### config.mk
export PLATFORM = sky130hd
export DESIGN_NAME = autorange_sample_logger
export DESIGN_NICKNAME = d
export VERILOG_FILES = /design/src/sv/asl_pkg.sv /design/src/sv/asl_accum.sv /design/src/sv/asl_ring.sv /design/src/sv/autorange_sample_logger.sv
export SDC_FILE = /design/constraint.sdc
export NUM_CORES = 2
export LEC_CHECK = 0
export BUFFER_PORTS_ARGS = -buffer_cell sky130_fd_sc_hd__buf_4
export CORE_UTILIZATION = 40
export DETAILED_ROUTE_END_ITERATION = 16
export PLACE_DENSITY = 0.6
export SYNTH_ARGS = -nofsm -noshare
export SYNTH_HDL_FRONTEND = slang
export SYNTH_SLANG_ARGS = --single-unit
### constraint.sdc
create_clock -name clk -period 8.59 [get_ports clk]
set_clock_uncertainty 0.15 [all_clocks]
set_input_delay 0.4295 -clock clk [delete_from_list [all_inputs] [get_ports clk]]
set_output_delay 0.4295 -clock clk [all_outputs]
set_load 0.01 [all_outputs]
### src/sv/asl_pkg.sv
package asl_pkg;

  localparam int RING_DEPTH = 64;
  localparam int RING_AW    = $clog2(RING_DEPTH);
  localparam int GROUP_SIZE = 4;
  localparam int SAMPLE_W   = 12;
  localparam int SUM_W      = 14;
  localparam int VAL_W      = 10;
  localparam int CODE_W     = 12;
  localparam int REC_W      = 2 * CODE_W;
  localparam int FILL_W     = 6;
  localparam int COUNT_W    = 16;
  localparam int CFG_DATA_W = 10;
  localparam int CFG_IDX_W  = 3;

  typedef enum logic [2:0] {
    KIND_SAMPLE  = 3'd0,
    KIND_DRAIN   = 3'd1,
    KIND_START   = 3'd2,
    KIND_STOP    = 3'd3,
    KIND_OVERCUR = 3'd4
  } kind_e;

  typedef enum logic [CFG_IDX_W-1:0] {
    REG_RANGE_MODE = 3'd0,
    REG_UP_THRESH  = 3'd1,
    REG_DOWN_THRESH = 3'd2,
    REG_PFX_V      = 3'd3,
    REG_PFX_CLO    = 3'd4,
    REG_PFX_CHI    = 3'd5
  } reg_idx_e;

  localparam logic [1:0] MODE_AUTO = 2'd0;
  localparam logic [1:0] MODE_LOW  = 2'd1;
  localparam logic [1:0] MODE_BAD  = 2'd3;

  localparam logic [1:0] RUN_CODE_IDLE = 2'd0;
  localparam logic [1:0] RUN_CODE_LOG  = 2'd1;
  localparam logic [1:0] RUN_CODE_ERR  = 2'd2;

  // Scaled values of one completed group of samples.
  typedef struct packed {
    logic             done;
    logic [VAL_W-1:0] u;
    logic [VAL_W-1:0] i1;
    logic [VAL_W-1:0] i2;
  } grp_t;

  typedef struct packed {
    logic             push;
    logic             pop;
    logic             clear;
    logic [REC_W-1:0] wdata;
  } ring_cmd_t;

  typedef struct packed {
    logic              full;
    logic              empty;
    logic [FILL_W-1:0] fill_nxt;
  } ring_stat_t;

endpackage

### src/sv/asl_accum.sv
module asl_accum
  import asl_pkg::*;
(
  input  logic                clk,
  input  logic                rst_n,
  input  logic                sample_en,
  input  logic [SAMPLE_W-1:0] voltage_sample,
  input  logic [SAMPLE_W-1:0] current_high_sample,
  input  logic [SAMPLE_W-1:0] current_low_sample,
  output grp_t                grp
);

  localparam int POS_W = $clog2(GROUP_SIZE);
  localparam logic [POS_W-1:0] POS_LAST = POS_W'(GROUP_SIZE - 1);

  logic [SUM_W-1:0]    v_sum_r, v_sum_nxt;
  logic [SUM_W-1:0]    ch_sum_r, ch_sum_nxt;
  logic [SUM_W-1:0]    cl_sum_r, cl_sum_nxt;
  logic [POS_W-1:0]    pos_r, pos_nxt;
  logic [SUM_W-1:0]    v_add, ch_add, cl_add;
  logic [SAMPLE_W-1:0] v_avg, ch_avg, cl_avg;
  logic                last;

  assign v_add  = v_sum_r + SUM_W'(voltage_sample);
  assign ch_add = ch_sum_r + SUM_W'(current_high_sample);
  assign cl_add = cl_sum_r + SUM_W'(current_low_sample);
  assign last   = (pos_r == POS_LAST);

  // Average of four is a right shift by two.
  assign v_avg  = v_add[SUM_W-1:2];
  assign ch_avg = ch_add[SUM_W-1:2];
  assign cl_avg = cl_add[SUM_W-1:2];

  assign grp.done = last;
  assign grp.u    = v_avg[SAMPLE_W-1:2];
  assign grp.i1   = VAL_W'(ch_avg[SAMPLE_W-1:3]);
  // Low-range gain is approximated by 1/8 + 1/128 + 1/256.
  assign grp.i2   = VAL_W'(cl_avg[SAMPLE_W-1:3]) + VAL_W'(cl_avg[SAMPLE_W-1:7])
                  + VAL_W'(cl_avg[SAMPLE_W-1:8]);

  always_comb begin
    v_sum_nxt  = v_sum_r;
    ch_sum_nxt = ch_sum_r;
    cl_sum_nxt = cl_sum_r;
    pos_nxt    = pos_r;
    if (sample_en) begin
      if (last) begin
        v_sum_nxt  = '0;
        ch_sum_nxt = '0;
        cl_sum_nxt = '0;
        pos_nxt    = '0;
      end else begin
        v_sum_nxt  = v_add;
        ch_sum_nxt = ch_add;
        cl_sum_nxt = cl_add;
        pos_nxt    = pos_r + 1'b1;
      end
    end
  end

  always_ff @(posedge clk) begin
    if (!rst_n) begin
      v_sum_r  <= '0;
      ch_sum_r <= '0;
      cl_sum_r <= '0;
      pos_r    <= '0;
    end else begin
      v_sum_r  <= v_sum_nxt;
      ch_sum_r <= ch_sum_nxt;
      cl_sum_r <= cl_sum_nxt;
      pos_r    <= pos_nxt;
    end
  end

endmodule

### src/sv/asl_ring.sv
module asl_ring
  import asl_pkg::*;
(
  input  logic             clk,
  input  logic             rst_n,
  input  ring_cmd_t        cmd,
  output ring_stat_t       stat,
  output logic [REC_W-1:0] rdata
);

  localparam logic [RING_AW-1:0] PTR_LAST = RING_AW'(RING_DEPTH - 1);

  logic [REC_W-1:0]   mem [RING_DEPTH];
  logic [REC_W-1:0]   rdata_r;
  logic [RING_AW-1:0] head_r, head_nxt;
  logic [RING_AW-1:0] tail_r, tail_nxt;
  logic [RING_AW-1:0] head_inc, tail_inc;
  logic [RING_AW:0]   diff;
  logic [RING_AW:0]   fill_full;

  assign head_inc = (head_r == PTR_LAST) ? '0 : head_r + 1'b1;
  assign tail_inc = (tail_r == PTR_LAST) ? '0 : tail_r + 1'b1;

  assign stat.full  = (tail_inc == head_r);
  assign stat.empty = (tail_r == head_r);

  always_comb begin
    head_nxt = head_r;
    tail_nxt = tail_r;
    if (cmd.clear) begin
      head_nxt = '0;
      tail_nxt = '0;
    end else begin
      if (cmd.push) tail_nxt = tail_inc;
      if (cmd.pop)  head_nxt = head_inc;
    end
  end

  assign diff      = {1'b0, tail_nxt} - {1'b0, head_nxt};
  assign fill_full = (tail_nxt >= head_nxt) ? diff : diff + (RING_AW+1)'(RING_DEPTH);
  assign stat.fill_nxt = FILL_W'(fill_full);

  // A pop never meets a push in the same cycle, and an entry is popped only
  // after the cycle that wrote it, so the registered read needs no bypass.
  always_ff @(posedge clk) begin
    if (cmd.push) mem[tail_r] <= cmd.wdata;
    if (cmd.pop)  rdata_r <= mem[head_r];
  end

  assign rdata = rdata_r;

  always_ff @(posedge clk) begin
    if (!rst_n) begin
      head_r <= '0;
      tail_r <= '0;
    end else begin
      head_r <= head_nxt;
      tail_r <= tail_nxt;
    end
  end

`ifndef SYNTHESIS
  a_no_push_full: assert property (@(posedge clk) disable iff (!rst_n)
    cmd.push |-> !stat.full) else $error("ring push while full");
  a_no_pop_empty: assert property (@(posedge clk) disable iff (!rst_n)
    cmd.pop |-> !stat.empty) else $error("ring pop while empty");
`endif

endmodule

### src/sv/autorange_sample_logger.sv
// Auto-ranging sample logger.
// Input channel (in_*): one beat per item. in_tuser carries the kind (sample,
// drain, start, stop, overcurrent); in_tdata carries one ADC triplet.
// Output channel (out_*): exactly one result beat per input beat, in order,
// carrying the display or popped codes and the status after that item.
// Configuration (cfg_*): register writes, always ready; write only while idle.
// The result of a beat is registered when the beat is accepted and offered
// in the cycle after. Throughput is one beat per cycle while no result waits;
// every item does its read-modify-write of the record ring and state in the
// accept cycle; a drain reads the ring memory into its registered read port.
// The output register is the only buffer: while out_tready is low and a result
// waits, in_tready is low; a result taken in the same cycle frees the slot.
// Synchronous reset (rst_n low) empties the ring, clears the sample group
// and the record count, selects high range, enters idle and loads the default
// thresholds (up 500, down 5) and prefixes (voltage 0, low 1, high 2).
// Ring entries are undefined until written; there is no clearing pass.
module autorange_sample_logger
  import asl_pkg::*;
(
  input  logic                  clk,
  input  logic                  rst_n,
  input  logic                  in_tvalid,
  output logic                  in_tready,
  // [11:0] voltage_sample, [23:12] current_high_sample,
  // [35:24] current_low_sample, [39:36] zero
  input  logic [39:0]           in_tdata,
  // [2:0] kind
  input  logic [2:0]            in_tuser,
  output logic                  out_tvalid,
  input  logic                  out_tready,
  // [11:0] voltage_code, [23:12] current_code, [24] code_valid, [25] shunt_low,
  // [27:26] run_state, [33:28] fill_level, [49:34] record_count, [55:50] zero
  output logic [55:0]           out_tdata,
  input  logic                  cfg_valid,
  output logic                  cfg_ready,
  input  logic [CFG_IDX_W-1:0]  cfg_index,
  input  logic [CFG_DATA_W-1:0] cfg_data
);

  typedef enum logic [2:0] {
    ST_IDLE = 3'b001,
    ST_LOG  = 3'b010,
    ST_ERR  = 3'b100
  } state_t;

  state_t             state_r, state_nxt;
  logic [1:0]         mode_r, mode_nxt;
  logic               low_r, low_nxt;
  logic [VAL_W-1:0]   up_r, up_nxt;
  logic [VAL_W-1:0]   down_r, down_nxt;
  logic [1:0]         pfx_v_r, pfx_v_nxt;
  logic [1:0]         pfx_lo_r, pfx_lo_nxt;
  logic [1:0]         pfx_hi_r, pfx_hi_nxt;
  logic [COUNT_W-1:0] count_r, count_nxt;

  logic               out_valid_r, out_valid_nxt;
  logic               code_valid_r, code_valid_nxt;
  logic               from_mem_r, from_mem_nxt;
  logic [CODE_W-1:0]  vcode_r, vcode_nxt;
  logic [CODE_W-1:0]  ccode_r, ccode_nxt;
  logic               shunt_r;
  logic [1:0]         run_code_r;
  logic [FILL_W-1:0]  fill_r;

  logic               accept;
  kind_e              kind;
  grp_t               grp;
  ring_cmd_t          rcmd;
  ring_stat_t         rstat;
  logic [REC_W-1:0]   rdata;
  logic               hyst_low, grp_low;
  logic [CODE_W-1:0]  grp_vcode, grp_ccode;
  logic [1:0]         cfg_mode;

  assign in_tready = !out_valid_r || out_tready;
  assign accept    = in_tvalid && in_tready;
  assign kind      = kind_e'(in_tuser);
  assign cfg_ready = 1'b1;

  asl_accum u_accum (
    .clk                 (clk),
    .rst_n               (rst_n),
    .sample_en           (accept && (kind == KIND_SAMPLE)),
    .voltage_sample      (in_tdata[11:0]),
    .current_high_sample (in_tdata[23:12]),
    .current_low_sample  (in_tdata[35:24]),
    .grp                 (grp)
  );

  asl_ring u_ring (
    .clk   (clk),
    .rst_n (rst_n),
    .cmd   (rcmd),
    .stat  (rstat),
    .rdata (rdata)
  );

  // Hysteresis: leave low range at or above the up threshold, enter it at or
  // below the down threshold.
  assign hyst_low  = low_r ? !(grp.i2 >= up_r) : (grp.i1 <= down_r);
  assign grp_low   = ((state_r == ST_IDLE) || (mode_r == MODE_AUTO)) ? hyst_low : low_r;
  assign grp_vcode = {pfx_v_r, grp.u};
  assign grp_ccode = grp_low ? {pfx_lo_r, grp.i2} : {pfx_hi_r, grp.i1};
  assign cfg_mode  = (cfg_data[1:0] == MODE_BAD) ? MODE_AUTO : cfg_data[1:0];

  always_comb begin
    state_nxt      = state_r;
    mode_nxt       = mode_r;
    low_nxt        = low_r;
    up_nxt         = up_r;
    down_nxt       = down_r;
    pfx_v_nxt      = pfx_v_r;
    pfx_lo_nxt     = pfx_lo_r;
    pfx_hi_nxt     = pfx_hi_r;
    count_nxt      = count_r;
    code_valid_nxt = 1'b0;
    from_mem_nxt   = 1'b0;
    vcode_nxt      = '0;
    ccode_nxt      = '0;
    rcmd.push      = 1'b0;
    rcmd.pop       = 1'b0;
    rcmd.clear     = 1'b0;
    rcmd.wdata     = {grp_vcode, grp_ccode};

    if (accept) begin
      case (kind)
        KIND_SAMPLE: begin
          if (grp.done) begin
            case (state_r)
              ST_IDLE: begin
                low_nxt        = grp_low;
                code_valid_nxt = 1'b1;
                vcode_nxt      = grp_vcode;
                ccode_nxt      = grp_ccode;
              end
              ST_LOG: begin
                if (rstat.full) begin
                  state_nxt = ST_ERR;
                end else begin
                  low_nxt   = grp_low;
                  rcmd.push = 1'b1;
                  count_nxt = count_r + 1'b1;
                end
              end
              default: ;
            endcase
          end
        end
        KIND_DRAIN: begin
          if ((state_r == ST_LOG) && !rstat.empty) begin
            rcmd.pop       = 1'b1;
            code_valid_nxt = 1'b1;
            from_mem_nxt   = 1'b1;
          end
        end
        KIND_START: begin
          if (state_r != ST_LOG) begin
            rcmd.clear = 1'b1;
            count_nxt  = '0;
            state_nxt  = ST_LOG;
          end
        end
        KIND_STOP: begin
          state_nxt = ST_IDLE;
          mode_nxt  = MODE_AUTO;
          low_nxt   = 1'b0;
        end
        KIND_OVERCUR: state_nxt = ST_ERR;
        default: ;
      endcase
    end

    if (cfg_valid) begin
      case (cfg_index)
        REG_RANGE_MODE: begin
          mode_nxt = cfg_mode;
          low_nxt  = (cfg_mode == MODE_LOW);
        end
        REG_UP_THRESH:   up_nxt     = cfg_data;
        REG_DOWN_THRESH: down_nxt   = cfg_data;
        REG_PFX_V:       pfx_v_nxt  = cfg_data[1:0];
        REG_PFX_CLO:     pfx_lo_nxt = cfg_data[1:0];
        REG_PFX_CHI:     pfx_hi_nxt = cfg_data[1:0];
        default: ;
      endcase
    end
  end

  function automatic logic [1:0] run_code(state_t s);
    case (s)
      ST_LOG:  return RUN_CODE_LOG;
      ST_ERR:  return RUN_CODE_ERR;
      default: return RUN_CODE_IDLE;
    endcase
  endfunction

  assign out_valid_nxt = accept ? 1'b1 : (out_tready ? 1'b0 : out_valid_r);

  always_ff @(posedge clk) begin
    if (!rst_n) begin
      state_r     <= ST_IDLE;
      mode_r      <= MODE_AUTO;
      low_r       <= 1'b0;
      up_r        <= VAL_W'(500);
      down_r      <= VAL_W'(5);
      pfx_v_r     <= 2'd0;
      pfx_lo_r    <= 2'd1;
      pfx_hi_r    <= 2'd2;
      count_r     <= '0;
      out_valid_r <= 1'b0;
    end else begin
      state_r     <= state_nxt;
      mode_r      <= mode_nxt;
      low_r       <= low_nxt;
      up_r        <= up_nxt;
      down_r      <= down_nxt;
      pfx_v_r     <= pfx_v_nxt;
      pfx_lo_r    <= pfx_lo_nxt;
      pfx_hi_r    <= pfx_hi_nxt;
      count_r     <= count_nxt;
      out_valid_r <= out_valid_nxt;
    end
  end

  // Result payload, loaded with each accepted beat.
  always_ff @(posedge clk) begin
    if (accept) begin
      code_valid_r <= code_valid_nxt;
      from_mem_r   <= from_mem_nxt;
      vcode_r      <= vcode_nxt;
      ccode_r      <= ccode_nxt;
      shunt_r      <= low_nxt;
      run_code_r   <= run_code(state_nxt);
      fill_r       <= rstat.fill_nxt;
    end
  end

  // A record holds the voltage code in its upper half and the current code
  // in its lower half.
  assign out_tvalid = out_valid_r;
  assign out_tdata  = {6'd0, count_r, fill_r, run_code_r, shunt_r, code_valid_r,
                       from_mem_r ? rdata[CODE_W-1:0]     : ccode_r,
                       from_mem_r ? rdata[REC_W-1:CODE_W] : vcode_r};

  // The count field follows the live counter: it only changes on accept,
  // which cannot happen while a result is held.
`ifndef SYNTHESIS
  a_pop_only_logging: assert property (@(posedge clk) disable iff (!rst_n)
    (out_valid_r && from_mem_r) |-> (state_r == ST_LOG))
    else $error("record popped outside logging");
  a_start_clears: assert property (@(posedge clk) disable iff (!rst_n)
    (accept && (kind == KIND_START) && (state_r != ST_LOG))
      |=> (count_r == '0) && (fill_r == '0))
    else $error("start did not clear ring and count");
  a_count_moves_on_push: assert property (@(posedge clk) disable iff (!rst_n)
    (count_nxt != count_r) |-> (rcmd.push || rcmd.clear))
    else $error("record count changed without a store or start");
  a_error_no_result: assert property (@(posedge clk) disable iff (!rst_n)
    (accept && (state_r == ST_ERR)) |=> !code_valid_r)
    else $error("valid codes produced in error state");
`endif

endmodule
After elaboration in Yosys (flattened, before gate mapping). Memory sizes are Yosys's and may differ from the RTL's. A register that Yosys moved wholly into a read port is not among the register bits. Cells that the tools add are included.

Register bits: 140. Latch bits: 0. RAM bits: 1536. Bits in read-only memories: 0. Output and inout port bits: 59. Memories: 1.

Memories: u_ring.mem (words 64, width 24, read ports 1, clocked after memory_dff 1, wr ports 1, RTL line asl_ring.sv:13) `logic [REC_W-1:0] mem [RING_DEPTH];`.

$add $sub $neg: 11. Multipliers: 0. Div/mod/pow operators: 0. Order comparisons: 3. Eq/ne operators: 25. Shift operators: 0. Muxes and demuxes: 56. Bitwise gates (word level): 0. Reductions and logical operators: 20.

Operator list (number): $mux 16 (4); $add 14x12->14 (3); $mux 14 (3); $mux 6 (7); $mux 12 (3); $pmux 16 s2 (1); $mux 1 (21); $add 6x1->6 const B (3); $eq 3x2->1 const B (6); $mux 3 (6); $add 16x1->16 const B (1); $eq 3x3->1 const B (4); $eq 6x6->1 (2); $eq 6x6->1 const B (2); $mux 2 (6); $pmux 3 s4 (1); $add 10x4->10 (1); $add 9x5->10 (1); $ge 10x10->1 (1); $le 9x10->1 (1); $reduce_and 2->1 (5); $eq 3x1->1 const B (3); $ge 6x6->1 (1); $logic_not 3->1 (2); other kinds (16) (27).

Longest topological paths before layout.
Depth after elaboration: 14. Gate-level depth with buffers: 27. Gate-level depth less buffers: 25.

Modules after synthesis. Synthesis repeated with hierarchy kept, for this count alone.

Cell total of the unflattened synthesis: 4007. Area total of the unflattened synthesis: 69977.1 µm².

By module, submodules not included: asl_ring (times used 1, cells an instance 3084, area each 61567.8 µm²); autorange_sample_logger (times used 1, cells an instance 504, area each 4703.3 µm²); asl_accum (times used 1, cells an instance 419, area each 3706.1 µm²).

Worst setup path before layout. OpenSTA, ideal clock, no wires.

Path kind: input-to-reg. From: in in_tdata[27]. To: mem u_ring.mem[0][8] (netlist bit), data pin. Arrival: 7.769 ns. Data required time: 7.759 ns. Path slack: -0.010 ns. Stages: 23. Buffers on the path: 2. Path through: ha_1 -> and3_1 -> a221o_1 -> o211ai_1 -> nor3b_1 -> nor2_1 -> xnor2_1 -> ha_1 -> fa_1 -> a21o_1 -> a21o_1 -> or3_1 -> o211ai_1 -> a211oi_1 -> xor2_1 -> ha_1 -> o2111ai_1 -> o21ai_0 -> and3_1 -> clkbuf_1 -> buf_2 -> a311oi_1 -> nor3_1.

Longest elaborated chain between the ends: 8.

Ends and longest elaborated chain: start, declared (RTL line autorange_sample_logger.sv:26) `input logic [39:0] in_tdata,`; $add 14x12->14 * (RTL line asl_accum.sv:26) `assign cl_add = cl_sum_r + SUM_W'(current_low_sample);`; $add 9x5->10 (RTL line asl_accum.sv:38) `assign grp.i2 = VAL_W'(cl_avg[SAMPLE_W-1:3]) + VAL_W'(cl_avg[SAMPLE_W-1:7])`; $add 10x4->10 * (RTL line asl_accum.sv:39) `+ VAL_W'(cl_avg[SAMPLE_W-1:8]);`; $ge 10x10->1 (RTL line autorange_sample_logger.sv:100) `assign hyst_low = low_r ? !(grp.i2 >= up_r) : (grp.i1 <= down_r);`; $logic_not 1->1 (RTL line autorange_sample_logger.sv:100); $mux 1 (RTL line autorange_sample_logger.sv:100); $mux 1 (RTL line autorange_sample_logger.sv:101) `assign grp_low = ((state_r == ST_IDLE) || (mode_r == MODE_AUTO)) ? hyst_low : low_r;`; $mux 12 * (RTL line autorange_sample_logger.sv:103) `assign grp_ccode = grp_low ? {pfx_lo_r, grp.i2} : {pfx_hi_r, grp.i1};`; net grp_ccode[8] (RTL line autorange_sample_logger.sv:72) `logic [CODE_W-1:0] grp_vcode, grp_ccode;`; end, declared (RTL line asl_ring.sv:13).

Mark *: on every way through the listed nets, which the timed path passes. The rest lies on a longest branch.

Final worst setup path.
From: reg u_accum.cl_sum_r[3]. To: mem u_ring.mem[16][0] (netlist bit), data pin.

Longest elaborated chain between the ends: 8.

Ends and longest elaborated chain: start, declared (RTL line asl_accum.sv:18) `logic [SUM_W-1:0] cl_sum_r, cl_sum_nxt;`; start signal, assigned (RTL line asl_accum.sv:70) `cl_sum_r <= cl_sum_nxt;`; $add 14x12->14 * (RTL line asl_accum.sv:26); $add 9x5->10 (RTL line asl_accum.sv:38); $add 10x4->10 * (RTL line asl_accum.sv:39); $ge 10x10->1 (RTL line autorange_sample_logger.sv:100); $logic_not 1->1 (RTL line autorange_sample_logger.sv:100); $mux 1 (RTL line autorange_sample_logger.sv:100); $mux 1 (RTL line autorange_sample_logger.sv:101); $mux 12 * (RTL line autorange_sample_logger.sv:103); net grp_ccode[0] (RTL line autorange_sample_logger.sv:72).

Marks and branches as above.

==> results.cfg <==
[pwr]
power-per-cell-area_nw_per_um2 = 217
power_uw = 17200
pwr-share-clk = 0.411
power.switching_uw = 3740
swShare = 0.218
pwr-share-comb = 0.045
ir_drop_uv = 140
internal-power_uw = 13400
seq_power_share = 0.544
power_leakage_uw = 0.0241

[cts]
insertion_delay_ps = 820
post_cts_buffers = 0
clk_pin_slew_worst_paths_ps = 60
tritoncts.num_buffers = 170
htreeDepth = 4
cts_root_buf = clkbuf_16
clock-sinks = 1700
cts_buffer_depth = 3
cts_tree = yes
cts_resized = 0

[global_route]
grt_usage = 0.215
antenna_found_initial = 14
grt_pass1_wl_um = 271000
grt-ovfl-total = 0
grt_max_degree = 140
grt_pass1_vias = 37800

[synth]
synth-seq-cells = 1700
synth_top_cell_by_area = edfxtp_1
netlist.area_leader.share = 0.689
ys.flop_type = edfxtp_1
synth.distinct_cells = 86
synthArstFlopShare = 0
synth_edf_count = 1595
synth_cells = 4084
syn_area_um2 = 69500
synth_area_leaders = edfxtp_1 69%, mux4_2 7.0%, mux2i_1 4.5%
synth_seq_area_share = 0.720
synth_area_per_cell_um2 = 17.0
yosysWarnings = 0

[setup_path]
cp-start-kind = flop
critical_path.top_delay_family = compound AO/OA/AOI/OAI gates
cp_slowest_stage_delay_ps = 960
required_ps = 9070
cp_slowest_cell = mux2i_4
cp.arrival_ps = 8060
timing.critical_path.to_type = flop
crit_type = reg -> reg
crit_chain = ha_1, and3_1, a221o_1, o211ai_1, a21boi_0, nor2_1, xnor2_1, ha_1, fa_1, a21o_1, a21o_1, or3_1, o211ai_1, a211oi_1, xor2_1, ha_1, o2111ai_1, o21ai_0, and3_1, mux2i_4, buf_4
path_buf_inv = 1
path_common_cell = ha_1
cp_max_fo = 21

[floorplanning]
core_um2 = 172000
num_rows = 152
pin_count = 120
dieHeight_um = 419
start_util = 0.404
die_w_um = 419
fp.dieArea_um2 = 175000

[final_layout]
multi_input_area_um2 = 18700
nFillCells = 14600
regArea_um2 = 50000
final_nets = 4425
design_area_um2 = 79200
areaGrowthSynthToFinish_pct = 14.0
final_cells = 6743
drive_gt1_frac = 0.206

[placed_design]
port-buffer-count = 108
dp_hpwl_um = 105000
placed_cells = 6394
place_area_um2 = 73700
place.gp.congestion = 0.825

[sta]
timing.fmax_mhz = 132
hold_viol_final = 0
drv_slew = 0
worstMarginPinSlew_ps = 1250
tns_ps = 0
setup_viol = 0
rsz0062_at_grt = no
finalCriticalPeriod_ps = 7580
finalCritPeriodShare = 0.883
slew_headroom = 0.168

[routing]
remaining_drc_errors = 0
drt_iter0_markers = 4250
routed_wl_um = 190000
via_per_inst = 5.72
vias = 38600
wl_per_cell_um = 28.2
drtAntennaViolNets = 0
dr.pass1.iters = 5

[outcome]
status = completed

[hold_path]
hp-class = in -> reg

[run]
maxCapViolations = 0
==> flip-flops by register name, summed over array words and instances, names as in the netlist, 2 cells and up <==
name / count
pfx_lo_r: 2
u_ring.head_r: 6
u_accum.cl_sum_r: 14
mode_r: 2
u_ring.tail_r: 6
vcode_r: 12
u_accum.pos_r: 2
up_r: 10
u_ring.mem: 1536
pfx_hi_r: 2
state_r: 3
ccode_r: 12
pfx_v_r: 2
u_accum.v_sum_r: 14
run_code_r: 2
u_accum.ch_sum_r: 14
fill_r: 6
u_ring.rdata: 24
count_r: 16
down_r: 10
==> power groups by stage <==
stage,logic [uW],clock network (uW),registers (uW)
CTS,770,7150,9340
floorplan,357,0,9530
global route,827,7450,9340
global placement,730,0,9520
finish,766,7050,9340
detailed placement,756,0,9520
==> cell usage in the layout (no fill, tap or decap), types with 52 or more instances in the layout <==
cell type / n
edfxtp_1: 1595
mux2i_1: 312
a21oi_1: 269
buf_4: 227
mux4_2: 216
nand2_1: 194
clkbuf_16: 170
mux2_2: 126
o21ai_0: 121
dfxtp_1: 98
o221ai_1: 97
o22ai_1: 96
nor2_1: 92
ha_1: 71
inv_1: 57
nor2_2: 52
==> stage by stage <==
| stage | hold WS, ps | util | setup slack (ps) |
|---|---|---|---|
| after global placement | 294 | 0.428 | 844 |
| after floorplan | 286 | - | 754 |
| final | 65.2 | 0.460 | 1010 |
| after CTS | 11.4 | 0.460 | 1030 |
| after global routing | 96.2 | 0.460 | 560 |
| after detailed placement | 297 | 0.428 | 823 |
==> worst paths after layout <==
check	to	cells after the start	slack (ps)	startpoint
max	u_ring.mem[16][0]	21	1010	u_accum.cl_sum_r[3]
min	u_accum.ch_sum_r[4]	5	70	in_tdata[16]
max reg2reg	u_ring.mem[16][0]	21	1010	u_accum.cl_sum_r[3]
min reg2reg	down_r[1]	2	310	down_r[1]
==> metal layers <==
| layer | track usage | vias up | wire [um] | share of wire |
|---|---|---|---|---|
| met4 | 0.0695 | 10 | 5220 | 0.028 |
| met2 | 0.354 | 1294 | 92200 | 0.49 |
| met3 | 0.0313 | 263 | 12200 | 0.064 |
| met5 | 0 | - | 56 | 0.00029 |
| li1 | - | 16800 | - | - |
| met1 | 0.294 | 20200 | 80100 | 0.42 |
==> tightest hold or removal path, cell delays in order <==
cell	delay [ps]
buf_4	90
ha_1	190
xnor2_1	130
a22oi_1	60
nor2_1	90
==> what timing repair did <==
| item | CTS | global route |
|---|---|---|
| hold endpoints to repair | 45 | 0 |
| endpoints found under the setup margin | 0 | 0 |
| hold buffers | 31 | 0 |
==> logic make-up (layout without fill, tap and decap cells) <==
logic type      after synthesis  after routing  synth area share
xor+xnor                     56             56           0.00706
mux                         656            656             0.136
compound gates              739            739            0.0677
other cells                   2             12          0.000108
fa+ha+maj                    79             79            0.0148
flops                      1700           1700             0.720
buf+inv                     302            641            0.0179
simple gates                550            550            0.0373
==> cell usage after synthesis (22+ instances only) <==
library cell / number
nand2_1: 197
clkbuf_1: 139
edfxtp_1: 1595
a21oi_1: 270
ha_1: 71
xor2_1: 25
nand3_1: 28
o22ai_1: 96
mux4_2: 216
and2_1: 22
mux2_2: 126
buf_1: 33
mux2i_1: 314
xnor2_1: 31
o221ai_1: 97
nor2_1: 157
inv_1: 59
dfxtp_1: 105
o21ai_0: 121
buf_2: 61
==> final cells by class <==
class / count / area share
antenna: 5 / 0.000158
tap: 2310 / 0.0365
timing repair buffer: 268 / 0.0279
clock buffer: 228 / 0.0574
clock inverter: 85 / 0.00829
inverter: 60 / 0.00284
multi-input combinational: 2087 / 0.236
sequential: 1700 / 0.631
Power figures use the tool's default switching activity.
